`config.mk`:
```
export PLATFORM = sky130hd
export DESIGN_NAME = lru_frame_replacer_unit_flat
export DESIGN_NICKNAME = d
export VERILOG_FILES = /design/src/hdl/lfr_pkg.sv /design/src/hdl/lfr_if.sv /design/src/hdl/lfr_ram.sv /design/src/hdl/lfr_ctrl.sv /design/src/hdl/lfr_datapath.sv /design/src/hdl/lru_frame_replacer_unit.sv /design/src/flat_wrapper.sv
export SDC_FILE = /design/constraint.sdc
export NUM_CORES = 1
export LEC_CHECK = 0
export ABC_AREA = 1
export BUFFER_PORTS_ARGS = -buffer_cell sky130_fd_sc_hd__buf_2
export CORE_ASPECT_RATIO = 0.9
export CORE_MARGIN = 2
export CORE_UTILIZATION = 36
export CTS_CLUSTER_SIZE = 30
export DETAILED_ROUTE_END_ITERATION = 8
export MAX_ROUTING_LAYER = met4
export PLACE_DENSITY = 0.47
export SYNTH_ARGS = -nofsm -noshare
export SYNTH_HDL_FRONTEND = slang
export SYNTH_SLANG_ARGS = --single-unit
```
`constraint.sdc`:
```
create_clock -name clk_i -period 10.2 [get_ports clk_i]
set_clock_uncertainty 0.2 [all_clocks]
set_input_delay 0.51 -clock clk_i [delete_from_list [all_inputs] [get_ports clk_i]]
set_output_delay 0.51 -clock clk_i [all_outputs]
set_load 0.05 [all_outputs]
```
`src/hdl/lfr_pkg.sv`:
```
// lfr_pkg: shared types and constants for the LRU frame replacer.
// No dependencies; used by every module of the block except lfr_ram.
`timescale 1ns / 1ps

package lfr_pkg;

  localparam int unsigned KindW  = 2;
  localparam int unsigned FrameW = 6;
  localparam int unsigned CountW = 7;

  // Request kinds; the fourth code is a no-op
  typedef enum logic [KindW-1:0] {
    KindEvict = 2'd0,
    KindPin   = 2'd1,
    KindUnpin = 2'd2
  } kind_e;

  typedef enum logic [1:0] {
    StIdle = 2'b01,
    StExec = 2'b10
  } state_e;

  typedef struct packed {
    logic load;    // request transaction taken this cycle
    logic commit;  // apply update and load result register
  } ctrl_cmd_t;

  typedef struct packed {
    logic rsp_pending;  // result register holds an untaken transaction
  } dp_status_t;

endpackage

```
`src/hdl/lfr_if.sv`:
```
// lfr_req_if / lfr_rsp_if: valid/ready channels for requests and results.
// Depends on lfr_pkg for field widths.
`timescale 1ns / 1ps

interface lfr_req_if;
  logic                         valid;
  logic                         ready;
  logic [lfr_pkg::KindW-1:0]    kind;
  logic [lfr_pkg::FrameW-1:0]   frame_index;

  modport source (output valid, output kind, output frame_index, input ready);
  modport sink   (input valid, input kind, input frame_index, output ready);
endinterface

interface lfr_rsp_if;
  logic                         valid;
  logic                         ready;
  logic                         done_res;
  logic [lfr_pkg::FrameW-1:0]   victim_frame;
  logic [lfr_pkg::CountW-1:0]   evictable_count;

  modport source (output valid, output done_res, output victim_frame,
                  output evictable_count, input ready);
  modport sink   (input valid, input done_res, input victim_frame,
                  input evictable_count, output ready);
endinterface

```
`src/hdl/lfr_ram.sv`:
```
// lfr_ram: generic single-write, single-read RAM with registered read data.
// No dependencies.
`timescale 1ns / 1ps

module lfr_ram #(
  parameter int unsigned Width = 8,
  parameter int unsigned Depth = 64
) (
  input  logic                     clk_i,
  input  logic                     we_i,
  input  logic [$clog2(Depth)-1:0] waddr_i,
  input  logic [Width-1:0]         wdata_i,
  input  logic [$clog2(Depth)-1:0] raddr_i,
  output logic [Width-1:0]         rdata_o
);

  logic [Width-1:0] mem_q [Depth];
  logic [Width-1:0] rdata_q;

  always_ff @(posedge clk_i) begin
    if (we_i) begin
      mem_q[waddr_i] <= wdata_i;
    end
    rdata_q <= mem_q[raddr_i];
  end

  assign rdata_o = rdata_q;

endmodule

```
`src/hdl/lfr_ctrl.sv`:
```
// lfr_ctrl: request sequencer (idle / execute) for the LRU frame replacer.
// Depends on lfr_pkg.
`timescale 1ns / 1ps

module lfr_ctrl (
  input  logic                  clk_i,
  input  logic                  rst_ni,
  input  logic                  req_valid_i,
  input  logic                  rsp_ready_i,
  input  lfr_pkg::dp_status_t   status_i,
  output logic                  req_ready_o,
  output lfr_pkg::ctrl_cmd_t    cmd_o
);

  lfr_pkg::state_e state_q, state_d;
  logic            slot_free;

  assign slot_free    = !status_i.rsp_pending || rsp_ready_i;
  assign req_ready_o  = (state_q == lfr_pkg::StIdle);
  assign cmd_o.load   = req_ready_o && req_valid_i;
  assign cmd_o.commit = (state_q == lfr_pkg::StExec) && slot_free;

  always_comb begin
    state_d = state_q;
    unique case (state_q)
      lfr_pkg::StIdle: begin
        if (req_valid_i) begin
          state_d = lfr_pkg::StExec;
        end
      end
      lfr_pkg::StExec: begin
        if (slot_free) begin
          state_d = lfr_pkg::StIdle;
        end
      end
      default: state_d = lfr_pkg::StIdle;
    endcase
  end

  always_ff @(posedge clk_i or negedge rst_ni) begin
    if (!rst_ni) begin
      state_q <= lfr_pkg::StIdle;
    end else begin
      state_q <= state_d;
    end
  end

endmodule

```
`src/hdl/lfr_datapath.sv`:
```
// lfr_datapath: list heads, presence bits, link RAMs and result register.
// Depends on lfr_pkg and lfr_ram.
`timescale 1ns / 1ps

module lfr_datapath #(
  parameter int unsigned Depth = 64
) (
  input  logic                          clk_i,
  input  logic                          rst_ni,
  input  lfr_pkg::ctrl_cmd_t            cmd_i,
  output lfr_pkg::dp_status_t           status_o,
  input  logic [lfr_pkg::KindW-1:0]     kind_i,
  input  logic [lfr_pkg::FrameW-1:0]    frame_index_i,
  input  logic                          rsp_ready_i,
  output logic                          rsp_valid_o,
  output logic                          done_res_o,
  output logic [lfr_pkg::FrameW-1:0]    victim_frame_o,
  output logic [lfr_pkg::CountW-1:0]    evictable_count_o
);

  localparam int unsigned IdxW = $clog2(Depth);
  localparam int unsigned CntW = $clog2(Depth + 1);

  logic [IdxW-1:0]           oldest_q, oldest_d, newest_q, newest_d;
  logic [CntW-1:0]           count_q, count_d;
  logic [Depth-1:0]          present_q, present_d;
  logic [lfr_pkg::KindW-1:0] kind_q;
  logic [IdxW-1:0]           frame_q, frame_d;
  logic                      valid_q;

  logic                      rsp_valid_q, rsp_valid_d;
  logic                      done_q;
  logic [lfr_pkg::FrameW-1:0] victim_q;
  logic [lfr_pkg::CountW-1:0] count_out_q;

  logic [IdxW-1:0] raddr, older_rd, newer_rd;
  logic            newer_we, older_we;
  logic [IdxW-1:0] newer_waddr, newer_wdata, older_waddr, older_wdata;

  logic is_evict, is_pin, is_unpin, nonempty, hit;
  logic do_detach, do_attach;

  // Evict works on the oldest frame; others on the requested one
  always_comb begin
    if (kind_i == lfr_pkg::KindEvict) begin
      frame_d = oldest_q;
    end else begin
      frame_d = frame_index_i[IdxW-1:0];
    end
  end

  assign raddr = cmd_i.load ? frame_d : frame_q;

  lfr_ram #(.Width(IdxW), .Depth(Depth)) u_newer_ram (
    .clk_i   (clk_i),
    .we_i    (newer_we),
    .waddr_i (newer_waddr),
    .wdata_i (newer_wdata),
    .raddr_i (raddr),
    .rdata_o (newer_rd)
  );

  lfr_ram #(.Width(IdxW), .Depth(Depth)) u_older_ram (
    .clk_i   (clk_i),
    .we_i    (older_we),
    .waddr_i (older_waddr),
    .wdata_i (older_wdata),
    .raddr_i (raddr),
    .rdata_o (older_rd)
  );

  assign is_evict  = (kind_q == lfr_pkg::KindEvict);
  assign is_pin    = (kind_q == lfr_pkg::KindPin);
  assign is_unpin  = (kind_q == lfr_pkg::KindUnpin);
  assign nonempty  = (count_q != '0);
  assign hit       = present_q[frame_q];
  assign do_detach = (is_evict && nonempty) || (is_pin && valid_q && hit);
  assign do_attach = is_unpin && valid_q && !hit;

  always_comb begin
    oldest_d    = oldest_q;
    newest_d    = newest_q;
    count_d     = count_q;
    present_d   = present_q;
    newer_we    = 1'b0;
    older_we    = 1'b0;
    newer_waddr = older_rd;
    newer_wdata = newer_rd;
    older_waddr = newer_rd;
    older_wdata = older_rd;
    if (do_detach) begin
      if (frame_q == oldest_q) begin
        oldest_d = newer_rd;
      end else begin
        newer_we = 1'b1;
      end
      if (frame_q == newest_q) begin
        newest_d = older_rd;
      end else begin
        older_we = 1'b1;
      end
      present_d[frame_q] = 1'b0;
      count_d            = count_q - CntW'(1);
      if (count_d == '0) begin
        oldest_d = '0;
        newest_d = '0;
      end
    end else if (do_attach) begin
      // newest frame's newer link is never followed, so it is not written
      older_we    = 1'b1;
      older_waddr = frame_q;
      older_wdata = nonempty ? newest_q : frame_q;
      newer_we    = nonempty;
      newer_waddr = newest_q;
      newer_wdata = frame_q;
      if (!nonempty) begin
        oldest_d = frame_q;
      end
      newest_d           = frame_q;
      present_d[frame_q] = 1'b1;
      count_d            = count_q + CntW'(1);
    end
    if (!cmd_i.commit) begin
      newer_we = 1'b0;
      older_we = 1'b0;
    end
  end

  assign rsp_valid_d = cmd_i.commit || (rsp_valid_q && !rsp_ready_i);

  always_ff @(posedge clk_i or negedge rst_ni) begin
    if (!rst_ni) begin
      oldest_q    <= '0;
      newest_q    <= '0;
      count_q     <= '0;
      present_q   <= '0;
      rsp_valid_q <= 1'b0;
    end else begin
      rsp_valid_q <= rsp_valid_d;
      if (cmd_i.commit) begin
        oldest_q  <= oldest_d;
        newest_q  <= newest_d;
        count_q   <= count_d;
        present_q <= present_d;
      end
    end
  end

  always_ff @(posedge clk_i) begin
    if (cmd_i.load) begin
      kind_q  <= kind_i;
      frame_q <= frame_d;
      valid_q <= ({1'b0, frame_index_i} < lfr_pkg::CountW'(Depth));
    end
    if (cmd_i.commit) begin
      done_q      <= do_detach || do_attach;
      victim_q    <= (is_evict && do_detach) ? lfr_pkg::FrameW'(frame_q) : '0;
      count_out_q <= lfr_pkg::CountW'(count_d);
    end
  end

  assign status_o.rsp_pending = rsp_valid_q;
  assign rsp_valid_o          = rsp_valid_q;
  assign done_res_o           = done_q;
  assign victim_frame_o       = victim_q;
  assign evictable_count_o    = count_out_q;

endmodule

```
`src/hdl/lru_frame_replacer_unit.sv`:
```
// lru_frame_replacer_unit: top level of the LRU frame replacer.
// Depends on lfr_pkg, lfr_if, lfr_ctrl, lfr_datapath, lfr_ram.
`timescale 1ns / 1ps

// Keeps evictable buffer frames in least-recently-unpinned order as a doubly
// linked list held in two link RAMs. Each request (evict oldest, pin, unpin)
// yields one result with a done flag, the evicted frame and the number of
// evictable frames. A request first reads both link RAMs (registered read)
// at the affected frame; then, in the execute state once the result slot is
// free, it updates links, list heads and presence bits and loads the result
// register. A new request is taken in the cycle after the previous one
// finishes, never while one is in progress. A stalled result holds the
// following request in its execute state. Only frames below
// min(NUM_FRAMES, 64) are held; other indices are ignored.
module lru_frame_replacer_unit #(
  parameter int unsigned NUM_FRAMES = 64
) (
  input  logic          clk_i,
  input  logic          rst_ni,
  lfr_req_if.sink       req_i,
  lfr_rsp_if.source     rsp_o
);

  localparam int unsigned Depth = (NUM_FRAMES < 64) ? NUM_FRAMES : 64;

  lfr_pkg::ctrl_cmd_t  cmd;
  lfr_pkg::dp_status_t status;

  lfr_ctrl u_ctrl (
    .clk_i       (clk_i),
    .rst_ni      (rst_ni),
    .req_valid_i (req_i.valid),
    .rsp_ready_i (rsp_o.ready),
    .status_i    (status),
    .req_ready_o (req_i.ready),
    .cmd_o       (cmd)
  );

  lfr_datapath #(.Depth(Depth)) u_datapath (
    .clk_i             (clk_i),
    .rst_ni            (rst_ni),
    .cmd_i             (cmd),
    .status_o          (status),
    .kind_i            (req_i.kind),
    .frame_index_i     (req_i.frame_index),
    .rsp_ready_i       (rsp_o.ready),
    .rsp_valid_o       (rsp_o.valid),
    .done_res_o        (rsp_o.done_res),
    .victim_frame_o    (rsp_o.victim_frame),
    .evictable_count_o (rsp_o.evictable_count)
  );

endmodule

```
`src/flat_wrapper.sv`:
```
// flat-port wrapper written by rule: the top's interface ports become plain ports
module lru_frame_replacer_unit_flat 
#(
  parameter int unsigned NUM_FRAMES = 64
)
  (clk_i, rst_ni, req_i_valid, req_i_kind, req_i_frame_index, req_i_ready, rsp_o_valid, rsp_o_done_res, rsp_o_victim_frame, rsp_o_evictable_count, rsp_o_ready);
  lfr_req_if req_i_i ();
  lfr_rsp_if rsp_o_i ();
  input  logic clk_i;
  input  logic rst_ni;
  input wire logic [$bits(req_i_i.valid)-1:0] req_i_valid;
  input wire logic [$bits(req_i_i.kind)-1:0] req_i_kind;
  input wire logic [$bits(req_i_i.frame_index)-1:0] req_i_frame_index;
  output wire logic [$bits(req_i_i.ready)-1:0] req_i_ready;
  output wire logic [$bits(rsp_o_i.valid)-1:0] rsp_o_valid;
  output wire logic [$bits(rsp_o_i.done_res)-1:0] rsp_o_done_res;
  output wire logic [$bits(rsp_o_i.victim_frame)-1:0] rsp_o_victim_frame;
  output wire logic [$bits(rsp_o_i.evictable_count)-1:0] rsp_o_evictable_count;
  input wire logic [$bits(rsp_o_i.ready)-1:0] rsp_o_ready;
  assign req_i_i.valid = req_i_valid;
  assign req_i_i.kind = req_i_kind;
  assign req_i_i.frame_index = req_i_frame_index;
  assign req_i_ready = req_i_i.ready;
  assign rsp_o_valid = rsp_o_i.valid;
  assign rsp_o_done_res = rsp_o_i.done_res;
  assign rsp_o_victim_frame = rsp_o_i.victim_frame;
  assign rsp_o_evictable_count = rsp_o_i.evictable_count;
  assign rsp_o_i.ready = rsp_o_ready;
  lru_frame_replacer_unit #(.NUM_FRAMES(NUM_FRAMES)) u_core (.clk_i(clk_i), .rst_ni(rst_ni), .req_i(req_i_i), .rsp_o(rsp_o_i));
endmodule
```
* Word-level counts from Yosys, hierarchy flattened
Memories as Yosys holds them, arrays and structs flattened. A register that Yosys moved wholly into a read port is not among the register bits. Cells that the tools add are included.
Storage, ports and cells: memories 2, latch bits 0, output and inout bits 16, register bits 108, ROM bits 0, memory bits (writable) 768
Cells by class: shift operators 0, divide/modulo/power cells 0, multipliers 0, bitwise gates (word level) 3, equal/unequal tests 11, add/sub/neg operators 2, reduce and logical (&&, ||, !) cells 24, order comparisons 2, multiplexer cells 41
Memory list:
- u_core.u_datapath.u_newer_ram.mem_q | depth 64, width 6, rd ports 1, clocked after Yosys merged registers in 1, wr ports 1, RTL line lfr_ram.sv:17 | logic [Width-1:0] mem_q [Depth];
- u_core.u_datapath.u_older_ram.mem_q | depth 64, width 6, rd ports 1, clocked after Yosys merged registers in 1, wr ports 1, RTL line lfr_ram.sv:17
Operator list (count):
- $mux W64 | 2
- $mux W6 | 18
- $and A64 B64 Y64 | 1
- $not A64 Y64 | 1
- $or A64 B64 Y64 | 1
- $mux W1 | 14
- $mux W7 | 2
- $eq A6 B6 Y1 | 2
- $logic_and A1 B1 Y1 | 8
- $add A7 B1 Y7 const B | 1
- $logic_not A7 Y1 | 1
- $lt A6 B7 Y1 const B | 1
- $reduce_bool A7 Y1 | 1
- $sub A7 B1 Y7 const B | 1
- $bmux W1 S6 | 1
- $demux W1 S6 | 1
- $ge A6 B1 Y1 const B | 1
- $ne A3 B1 Y1 const B | 2
- $eq A2 B1 Y1 const B | 2
- $eq A2 B2 Y1 const B | 2
- $logic_not A2 Y1 | 2
- $logic_or A1 B1 Y1 | 4
- $mux W2 | 2
- $ne A2 B2 Y1 const B | 2
- other kinds (7) | 10

* Logic depth before layout (Yosys ltp)
Gate-level depths: netlist of the first run.
word-level depth 9, depth in mapped cells 18

* By module
A second synthesis of the first run with hierarchy kept.
Unflattened totals: cell total of the unflattened synthesis 3675, area total of the unflattened synthesis 38430.6 sq um
Modules (own cells, without submodules):
- lfr_ram | cells an instance 1376, area each 15930.3 sq um, instances 2, seq. area each 11651.2 sq um
- lfr_datapath | cells an instance 904, area each 6452.4 sq um, instances 1, seq. area each 2702.6 sq um
- lfr_ctrl | cells an instance 19, area each 117.6 sq um, instances 1, seq. area each 51.3 sq um

* Worst setup path before layout of the first run
No wires, ideal clock.
kind reg-to-reg, start register u_core.u_datapath.frame_q[0], end memory u_core.u_datapath.u_older_ram.mem_q[0][4] (netlist name) (data pin), clock period less this slack 5.236 ns, stages on the path, launching flop included 13, buffers on the path 4, setup time 0.720 ns, data required time 9.280 ns, slack 4.964 ns, arrival 4.317 ns, path through dfxtp_1 buf_4 buf_4 nand2_1 nand3_1 nand2_1 o21ai_1 nand2_1 nor2_4 nand3_4 buf_4 buf_2 o31ai_1
On the way: cells in the longest elaborated chain, start to end 6, elaborated cells between the ends (all ways) 8, classes of those cells mux (4); reduce/logical (4)
Ends and longest elaborated chain:
- start: declaration | RTL line lfr_datapath.sv:28 | logic [IdxW-1:0] frame_q, frame_d;
- start signal: assignment | RTL line lfr_datapath.sv:152 | frame_q <= frame_d;
- $bmux W1 S6 (*) | RTL line lfr_datapath.sv:76 | assign hit = present_q[frame_q];
- $mux W1 (implied by the code) (*) | RTL line lfr_datapath.sv:76
- $logic_not A1 Y1 | RTL line lfr_datapath.sv:78 | assign do_attach = is_unpin && valid_q && !hit;
- $logic_and A1 B1 Y1 | RTL line lfr_datapath.sv:78
- $mux W6 | RTL line lfr_datapath.sv:108 | end else if (do_attach) begin
- $mux W6 (*) | RTL line lfr_datapath.sv:91 | if (do_detach) begin
- net u_core.u_datapath.older_wdata[4] | RTL line lfr_datapath.sv:38 | logic [IdxW-1:0] newer_waddr, newer_wdata, older_waddr, older_wdata;
- end: declaration | RTL line lfr_ram.sv:17
The timed path passes the listed nets; every way through them passes the cells marked *. The select of a mux whose other input is x is not followed.

* Worst setup path after layout of the first run
start register u_core.u_ctrl.state_q[0], end register u_core.u_datapath.u_newer_ram.rdata_q[4], in the netlist u_core.u_datapath.u_newer_ram.rdata_o[4], read port of u_core.u_datapath.u_newer_ram.mem_q
On the way: cells in the longest elaborated chain, start to end 3
Ends and longest elaborated chain:
- start: declaration | RTL line lfr_ctrl.sv:15 | lfr_pkg::state_e state_q, state_d;
- start signal: assignment | RTL line lfr_ctrl.sv:42 | state_q <= lfr_pkg::StIdle;
- start signal: assignment | RTL line lfr_ctrl.sv:44 | state_q <= state_d;
- $eq A2 B1 Y1 | RTL line lfr_ctrl.sv:19 | assign req_ready_o = (state_q == lfr_pkg::StIdle);
- $logic_and A1 B1 Y1 | RTL line lfr_ctrl.sv:20 | assign cmd_o.load = req_ready_o && req_valid_i;
- $mux W6
- end: declaration | RTL line lfr_ram.sv:18 | logic [Width-1:0] rdata_q;
No other way between the ends. A chain may end at the register's enable or synchronous reset.

==> metrics.md, run 1 <==
| Metric | Value |
|---|---|
| Final wirelength | `107000 um` |
| Max Slew Vio Count | `0` |
| Number of global-route vias before repair | `25200` |
| Netlist Area Pre-Place | `38400 um2` |
| Die Area | `109000 um2` |
| Crit-path leading delay family | `buffers and inverters` |
| Critical path type | `register to register` |
| Critical path peak fanout | `174` |
| Hold Slack | `0.147 ns` |
| Mapped Cells | `3311` |
| Total gr overflow | `0` |
| Critical Path, Cell by Cell | `nand2_1, nor2_1, inv_2, nand2_1, nand2_4, inv_8, buf_12, o21ai_0, o211ai_1, nand3_1, nand3_1, nand3_1, nand2_1` |
| Share of cells above drive strength 1 | `15.6%` |
| CORE AREA | `106000 um2` |
| Max H-tree Level | `3` |
| Slowest-stage cell, CP | `inv_8` |
| Worst Setup Start Kind | `register` |
| Post-DP HPWL | `63200 um` |
| Register area share after synthesis | `67.9%` |
| DRC marker count from the first detailed-route iteration | `2460` |
| CTS root buffer | `clkbuf_16` |
| Gp weighted congestion | `0.831` |
| # rows | `113` |
| Hold crit path type | `primary input to register` |
| Crit path largest cell delay | `0.88 ns` |
| Crit share post-route | `49.9%` |
| Final Hold Viols | `0` |
| Chip Width | `348 um` |
| Hold Path End | `u_core.u_datapath.kind_q[1]` |
| Antenna Nets Post-Route | `0` |
| Mapped Avg Cell Area | `11.6 um2` |
| First-pass GRT wire length | `160000 um` |
| Layout area overhead | `11.3%` |
| Filler cells | `9942` |
| Clk slew on worst S/H paths | `0.06 ns` |
| FF-to-FF path depth | `13` |
| Residual DRC | `0` |
| Reg2reg setup slack | `5.11 ns` |
| Vias post-DR | `25300` |
| RSZ-0062 raised after global routing | `no` |
| Worst R2R Start | `u_core.u_ctrl.state_q[0]` |
| Hold Crit Start | `req_i_valid` |
| Netlist cell types | `42` |
| Largest area contributor in the netlist | `edfxtp_1` |
| Clk buf depth | `3` |
| Max rail drop VDD | `0.299 mV` |
| Synth top area share | `61.4%` |
| Slew margin rel. | `20.5%` |
| Setup-failing EPs final | `0` |
| Least-Margin Pin Slew | `1.19 ns` |
| Vias per std cell | `5.36` |
| P per Cell Area | `263 nW/um2` |
| Max Fclk | `196 MHz` |
| Crit path DAT | `5.46 ns` |
| Initial antenna violation count | `1` |
| Setup TNS | `0 ns` |
| Net Count, Synth | `3326` |
| YS warnings | `0` |
| # clock sinks | `888` |
| Initial core utilization | `36.3%` |
| Top post-synthesis cells by area | `edfxtp_1, o211ai_1, dfrtp_1` |
| Vert. Die Dim | `314 um` |
| Largest net degree at the start of global routing | `175` |
| Pleak | `14.3 nW` |
| Hold Crit Depth | `3` |
| Drt pass-1 iters | `5` |
| CTS tree | `built` |
| Nets | `3273` |
| Worst path bufs/invs | `3` |
| WL/cell | `22.7 um` |
| Run status | `finished, final reports clean` |
| N_diodes | `0` |
| Total Routing Usage GR | `20.0%` |
| Element type at the critical path end | `register` |
| Worst skew pair latency | `0.67 ns` |
| Max Cap Viol | `0` |
| # hold bufs at CTS | `4` |
| Port bufs | `27` |
| CP Data Required Time | `10.57 ns` |
| TritonCTS Buffers | `92` |
| Synth Register Bits | `888` |
| CTS-repair resized insts | `0` |
| Ports | `28` |
| Worst R2R End | `u_core.u_datapath.u_newer_ram.rdata_o[4]` |
| Setup repair bufs after CTS | `0` |
| Fin crit period | `5.09 ns` |
-- cells in the mapped netlist --
cell,count
inv_2,10
clkbuf_1,140
or2_2,276
nor2_4,5
edfxtp_1,784
inv_1,171
dfxtp_1,18
o211ai_1,384
nand2_2,9
a211oi_1,1
or2_1,4
o31ai_1,1
a21oi_4,1
a21oi_1,6
xor2_1,7
nand3_2,3
buf_1,17
ha_1,3
o21ai_2,3
and2_1,3
o21ai_0,135
dfrtp_1,85
nand4_1,13
xnor2_1,5
nand3_1,366
o21bai_1,1
o21ai_1,19
nor2_2,2
dfstp_2,1
buf_6,1
and2_0,1
nand3_4,1
nor4_1,2
clkinv_1,2
nor3_1,11
o21ai_4,1
nor2_1,315
nand2_1,452
a2111oi_0,2
buf_4,15
buf_2,34
o22ai_1,1
-- where the power goes --
group          switching, mW  internal, mW  leakage [nW]
sequential            0.0953          4.65          8.40
clock                   1.41          1.93          1.43
combinational           2.47         0.685          4.51
total                   3.98          7.27          14.3
-- sequential cells by signal, summed over array words and instances, names as in the netlist, named ones only --
| signal | flops |
|---|---|
| u_core.u_datapath.u_older_ram.mem_q | 384 |
| u_core.u_ctrl.state_q | 2 |
| u_core.u_datapath.kind_q | 2 |
| u_core.u_datapath.oldest_q | 6 |
| u_core.u_datapath.count_q | 7 |
| u_core.u_datapath.u_newer_ram.rdata_o | 6 |
| u_core.u_datapath.u_newer_ram.mem_q | 384 |
| u_core.u_datapath.victim_frame_o | 6 |
| u_core.u_datapath.evictable_count_o | 7 |
| u_core.u_datapath.rsp_valid_o | 1 |
| u_core.u_datapath.newest_q | 6 |
| u_core.u_datapath.frame_q | 6 |
| u_core.u_datapath.u_older_ram.rdata_o | 6 |
| u_core.u_datapath.done_res_o | 1 |
-- tightest hold or removal path, cell delays in order --
cell and delay [ns]:
buf_2 0.10, inv_1 0.05, nor2_1 0.13
-- placed cells by master, fill, tap and decap left out, types with 18 or more instances in the layout --
| master | n |
|---|---|
| buf_4 | 28 |
| inv_1 | 167 |
| dfrtp_1 | 85 |
| nor2_1 | 314 |
| o21ai_1 | 18 |
| clkbuf_1 | 22 |
| buf_2 | 26 |
| o211ai_1 | 384 |
| nand3_1 | 366 |
| clkinv_1 | 20 |
| clkbuf_16 | 94 |
| o21ai_0 | 133 |
| edfxtp_1 | 784 |
| or2_2 | 276 |
| nand2_1 | 443 |
-- stage by stage --
stage / std cells / utilization (%) / power, mW / setup WS, ns / cell area [um2]
after global placement: 4540 / 37.6 / 8.01 / 5.13 / 39700
after CTS: 4714 / 40.4 / 11.4 / 5.08 / 42700
final: 4714 / 40.4 / 11.2 / 5.11 / 42700
after global routing: 4714 / 40.4 / 11.8 / 4.75 / 42700
after floorplan: 3311 / - / 6.69 / 4.96 / 38400
after detailed placement: 4540 / 37.6 / 8.00 / 5.09 / 39700
-- logic make-up after synthesis --
group           share of synthesized area, %
simple gates                            17.7
flops                                   67.9
compound gates                          9.87
buf+inv                                 4.09
xor+xnor                               0.274
fa+ha+maj                             0.0978
-- routing by layer --
layer / share of wire (%) / vias to the layer above / GRT usage [%] / routed length [um]
li1: - / 11800 / - / -
met1: 47 / 12600 / 28.0 / 49900
met2: 45 / 760 / 29.9 / 47800
met3: 5.4 / 179 / 3.08 / 5800
met4: 3.3 / 0 / 6.53 / 3500
met5: 0 / - / - / 0
-- how the worst max path moves through the flow --
| stage | start | end | slack [ns] | cells after the start |
|---|---|---|---|---|
| floorplan | u_core.u_datapath.frame_q[0] | u_core.u_datapath.u_older_ram.mem_q[0][4] | 4.96 | 12 |
| global placement | req_i_valid | u_core.u_datapath.u_newer_ram.rdata_o[1] | 5.13 | 13 |
| detailed placement | req_i_valid | u_core.u_datapath.u_newer_ram.rdata_o[4] | 5.09 | 14 |
| CTS | u_core.u_ctrl.state_q[0] | u_core.u_datapath.u_newer_ram.rdata_o[4] | 5.08 | 13 |
| global route | u_core.u_ctrl.state_q[0] | u_core.u_datapath.u_newer_ram.rdata_o[4] | 4.75 | 13 |
| finish | u_core.u_ctrl.state_q[0] | u_core.u_datapath.u_newer_ram.rdata_o[4] | 5.11 | 13 |
-- final cells by class --
cell class	count	area (um2)	share of cell area (%)
Inverter	183	701	1.64
Clock inverter	49	483	1.13
Clock buffer	121	2500	5.86
Timing Repair Buffer	60	420	0.984
Tap cell	1380	1730	4.04
Multi-Input combinational cell	2033	10800	25.3
Sequential cell	888	26100	61.0
Power figures use the tool's default switching activity.
==> run 2, diff against run 1 <==
==> constraint.sdc (replaced) <==
create_clock -name clk_i -period 4.8 [get_ports clk_i]
set_clock_uncertainty 0.2 [all_clocks]
set_input_delay 0.24 -clock clk_i [delete_from_list [all_inputs] [get_ports clk_i]]
set_output_delay 0.24 -clock clk_i [all_outputs]
set_load 0.05 [all_outputs]
==> run 2 against run 1 <==
Non-clock buffer count increased by 32. Clock power increased by 120%. Count of clock-buffer cells in the layout increased by 6.
==> metrics.md, run 2 (synthesis results as in run 1) <==
| Metric | Value |
|---|---|
| Reg2reg setup slack | `0.34 ns (was 5.11 ns)` |
| First-pass GRT wire length | `163000 um (was 160000 um)` |
| Post-route total power | `24.6 mW (was 11.2 mW)` |
| Commonest cells after routing, fill and taps aside | `edfxtp_1, nand2_1, o211ai_1 (unchanged)` |
| Fin crit period | `4.46 ns (was 5.09 ns)` |
| Setup TNS | `0 ns (unchanged)` |
| Hold Crit Depth | `3 (unchanged)` |
| Commonest non-fill, non-tap cell in the layout | `edfxtp_1 (unchanged)` |
| Least-Margin Pin Slew | `0.958 ns (was 1.19 ns)` |
| # hold bufs at CTS | `8 (was 4)` |
| Placement Setup Slack | `0.401 ns (was 5.09 ns)` |
| Vias post-DR | `25400 (was 25300)` |
| Initial antenna violation count | `0 (was 1)` |
| Pleak | `14.7 nW (was 14.3 nW)` |
| Top Registers | `u_core.u_datapath.u_newer_ram.mem_q: 384 flops, u_core.u_datapath.u_older_ram.mem_q: 384 flops (unchanged)` |
| Vias per std cell | `5.35 (was 5.36)` |
| Worst setup margin | `0.336 ns (was 5.11 ns)` |
| Slew margin rel. | `36.1% (was 20.5%)` |
| Worst R2R Start | `u_core.u_datapath.frame_q[4] (was u_core.u_ctrl.state_q[0])` |
| CORE AREA | `106000 um2 (unchanged)` |
| N_diodes | `0 (unchanged)` |
| Hold Crit Start | `rsp_o_ready (was req_i_valid)` |
| Element type at the critical path end | `register (unchanged)` |
| Worst R2R End | `u_core.u_datapath.u_newer_ram.mem_q[7][0] (was u_core.u_datapath.u_newer_ram.rdata_o[4])` |
| Final Hold Viols | `0 (unchanged)` |
| Chip Width | `348 um (unchanged)` |
| Crit share post-route | `93.0% (was 49.9%)` |
| Crit path largest cell delay | `0.59 ns (was 0.88 ns)` |
| Total gr overflow | `0 (unchanged)` |
| Post-DP HPWL | `65500 um (was 63200 um)` |
| Nets | `3309 (was 3273)` |
| Hold crit path type | `primary input to register (unchanged)` |
| CTS tree | `built (unchanged)` |
| Max Slew Vio Count | `0 (unchanged)` |
| Setup-failing EPs final | `0 (unchanged)` |
| Ports | `28 (unchanged)` |
| Critical path type | `register to register (unchanged)` |
| Total Routing Usage GR | `20.4% (was 20.0%)` |
| CTS-repair resized insts | `0 (unchanged)` |
| Clk slew on worst S/H paths | `0.06 ns (about the same)` |
| Setup repair bufs after CTS | `0 (unchanged)` |
| Initial core utilization | `36.3% (unchanged)` |
| Vert. Die Dim | `314 um (unchanged)` |
| Number of global-route vias before repair | `25400 (was 25200)` |
| Clk buf depth | `3 (unchanged)` |
| Final wirelength | `109000 um (was 107000 um)` |
| TritonCTS Buffers | `96 (was 92)` |
| Largest net degree at the start of global routing | `198 (was 175)` |
| Layout area overhead | `13.0% (was 11.3%)` |
| CTS root buffer | `clkbuf_16 (unchanged)` |
| Max H-tree Level | `3 (unchanged)` |
| Final instance area | `43400 um2 (was 42700 um2)` |
| Residual DRC | `0 (unchanged)` |
| DRC marker count from the first detailed-route iteration | `2372 (was 2460)` |
| Filler cells | `9904 (was 9942)` |
| DP Area | `40100 um2 (was 39700 um2)` |
| Hold Path End | `u_core.u_datapath.rsp_valid_o (was u_core.u_datapath.kind_q[1])` |
| RSZ-0062 raised after global routing | `no (unchanged)` |
| Drt pass-1 iters | `5 (unchanged)` |
| Critical Path, Cell by Cell | `clkinv_1, nor3_1, o21ai_1, nand2_1, nor2_4, nand3_4, buf_4, nand2_1, o21ai_1, nand3_1, nor2_1 (was nand2_1, nor2_1, inv_2, nand2_1, nand2_4, inv_8, buf_12, o21ai_0, o211ai_1, nand3_1, nand3_1, nand3_1, nand2_1)` |
| FF-to-FF path depth | `11 (was 13)` |
| Share of cells above drive strength 1 | `16.5% (was 15.6%)` |
| # clock sinks | `888 (unchanged)` |
| # rows | `113 (unchanged)` |
| Worst Setup Start Kind | `register (unchanged)` |
| WL/cell | `22.9 um (was 22.7 um)` |
| Critical path peak fanout | `17 (was 174)` |
| Max Fclk | `224 MHz (was 196 MHz)` |
| Max rail drop VDD | `0.379 mV (was 0.299 mV)` |
| Run status | `finished, final reports clean (unchanged)` |
| Max Cap Viol | `0 (unchanged)` |
| CP Data Required Time | `4.90 ns (was 10.57 ns)` |
| P per Cell Area | `566 nW/um2 (was 263 nW/um2)` |
| Port bufs | `27 (unchanged)` |
| Die Area | `109000 um2 (unchanged)` |
| Crit path DAT | `4.56 ns (was 5.46 ns)` |
| Antenna Nets Post-Route | `0 (unchanged)` |
| Worst skew pair latency | `0.69 ns (was 0.67 ns)` |
| Hold Slack | `0.0803 ns (was 0.147 ns)` |
| Gp weighted congestion | `0.894 (was 0.831)` |
| Slowest-stage cell, CP | `dfxtp_1 (was inv_8)` |
==> run 2: how the worst max path moves through the flow <==
stage | end | cells past startpoint | start
floorplan | u_core.u_datapath.u_older_ram.mem_q[17][0] | 14 | u_core.u_datapath.frame_q[0]
global placement | u_core.u_datapath.u_older_ram.mem_q[48][0] | 14 | u_core.u_datapath.frame_q[0]
detailed placement | u_core.u_datapath.u_newer_ram.mem_q[16][5] | 14 | u_core.u_datapath.frame_q[0]
CTS | u_core.u_datapath.u_newer_ram.mem_q[16][5] | 14 | u_core.u_datapath.frame_q[0]
global route | u_core.u_datapath.u_newer_ram.mem_q[18][0] | 14 | u_core.u_datapath.frame_q[0]
finish | u_core.u_datapath.u_newer_ram.mem_q[7][0] | 11 | u_core.u_datapath.frame_q[4]
==> run 2: cell type report <==
| cell class | count | area, um2 | area share, % |
|---|---|---|---|
| flip-flops and latches | 888 | 26100 | 60.1 |
| well taps | 1380 | 1730 | 3.98 |
| inverters | 183 | 701 | 1.62 |
| clock inverters | 51 | 509 | 1.17 |
| multi-input cells | 2033 | 10800 | 25.0 |
| clock buffers | 127 | 2640 | 6.10 |
| repair buffers | 92 | 888 | 2.05 |
==> run 2: metrics by stage <==
stage          std cells  util, %
5_1_grt             4754     41.0
2_1_floorplan       3311        -
3_5_place_dp        4568     38.0
6_report            4754     41.0
3_3_place_gp        4568     38.0
4_1_cts             4754     41.0
==> run 2: power breakdown <==
group	internal (mW)	switching (mW)
clock network	4.31	3.10
logic	1.69	5.36
registers	9.86	0.232
total	15.9	8.69
==> run 2: critical path, delay by kind of cell (launching register included) <==
family	cells	cell delay [ns]
simple gates	7	2.05
buf+inv	2	0.67
flops	1	0.59
compound gates	2	0.53
==> run 2: metal layers <==
layer / track usage [%] / vias to the layer above / share of wire [%]
met5: - / - / 0
met1: 28.4 / 12700 / 46
met3: 2.53 / 148 / 5.5
li1: - / 11800 / -
met4: 5.46 / 0 / 2.2
met2: 31.8 / 787 / 46
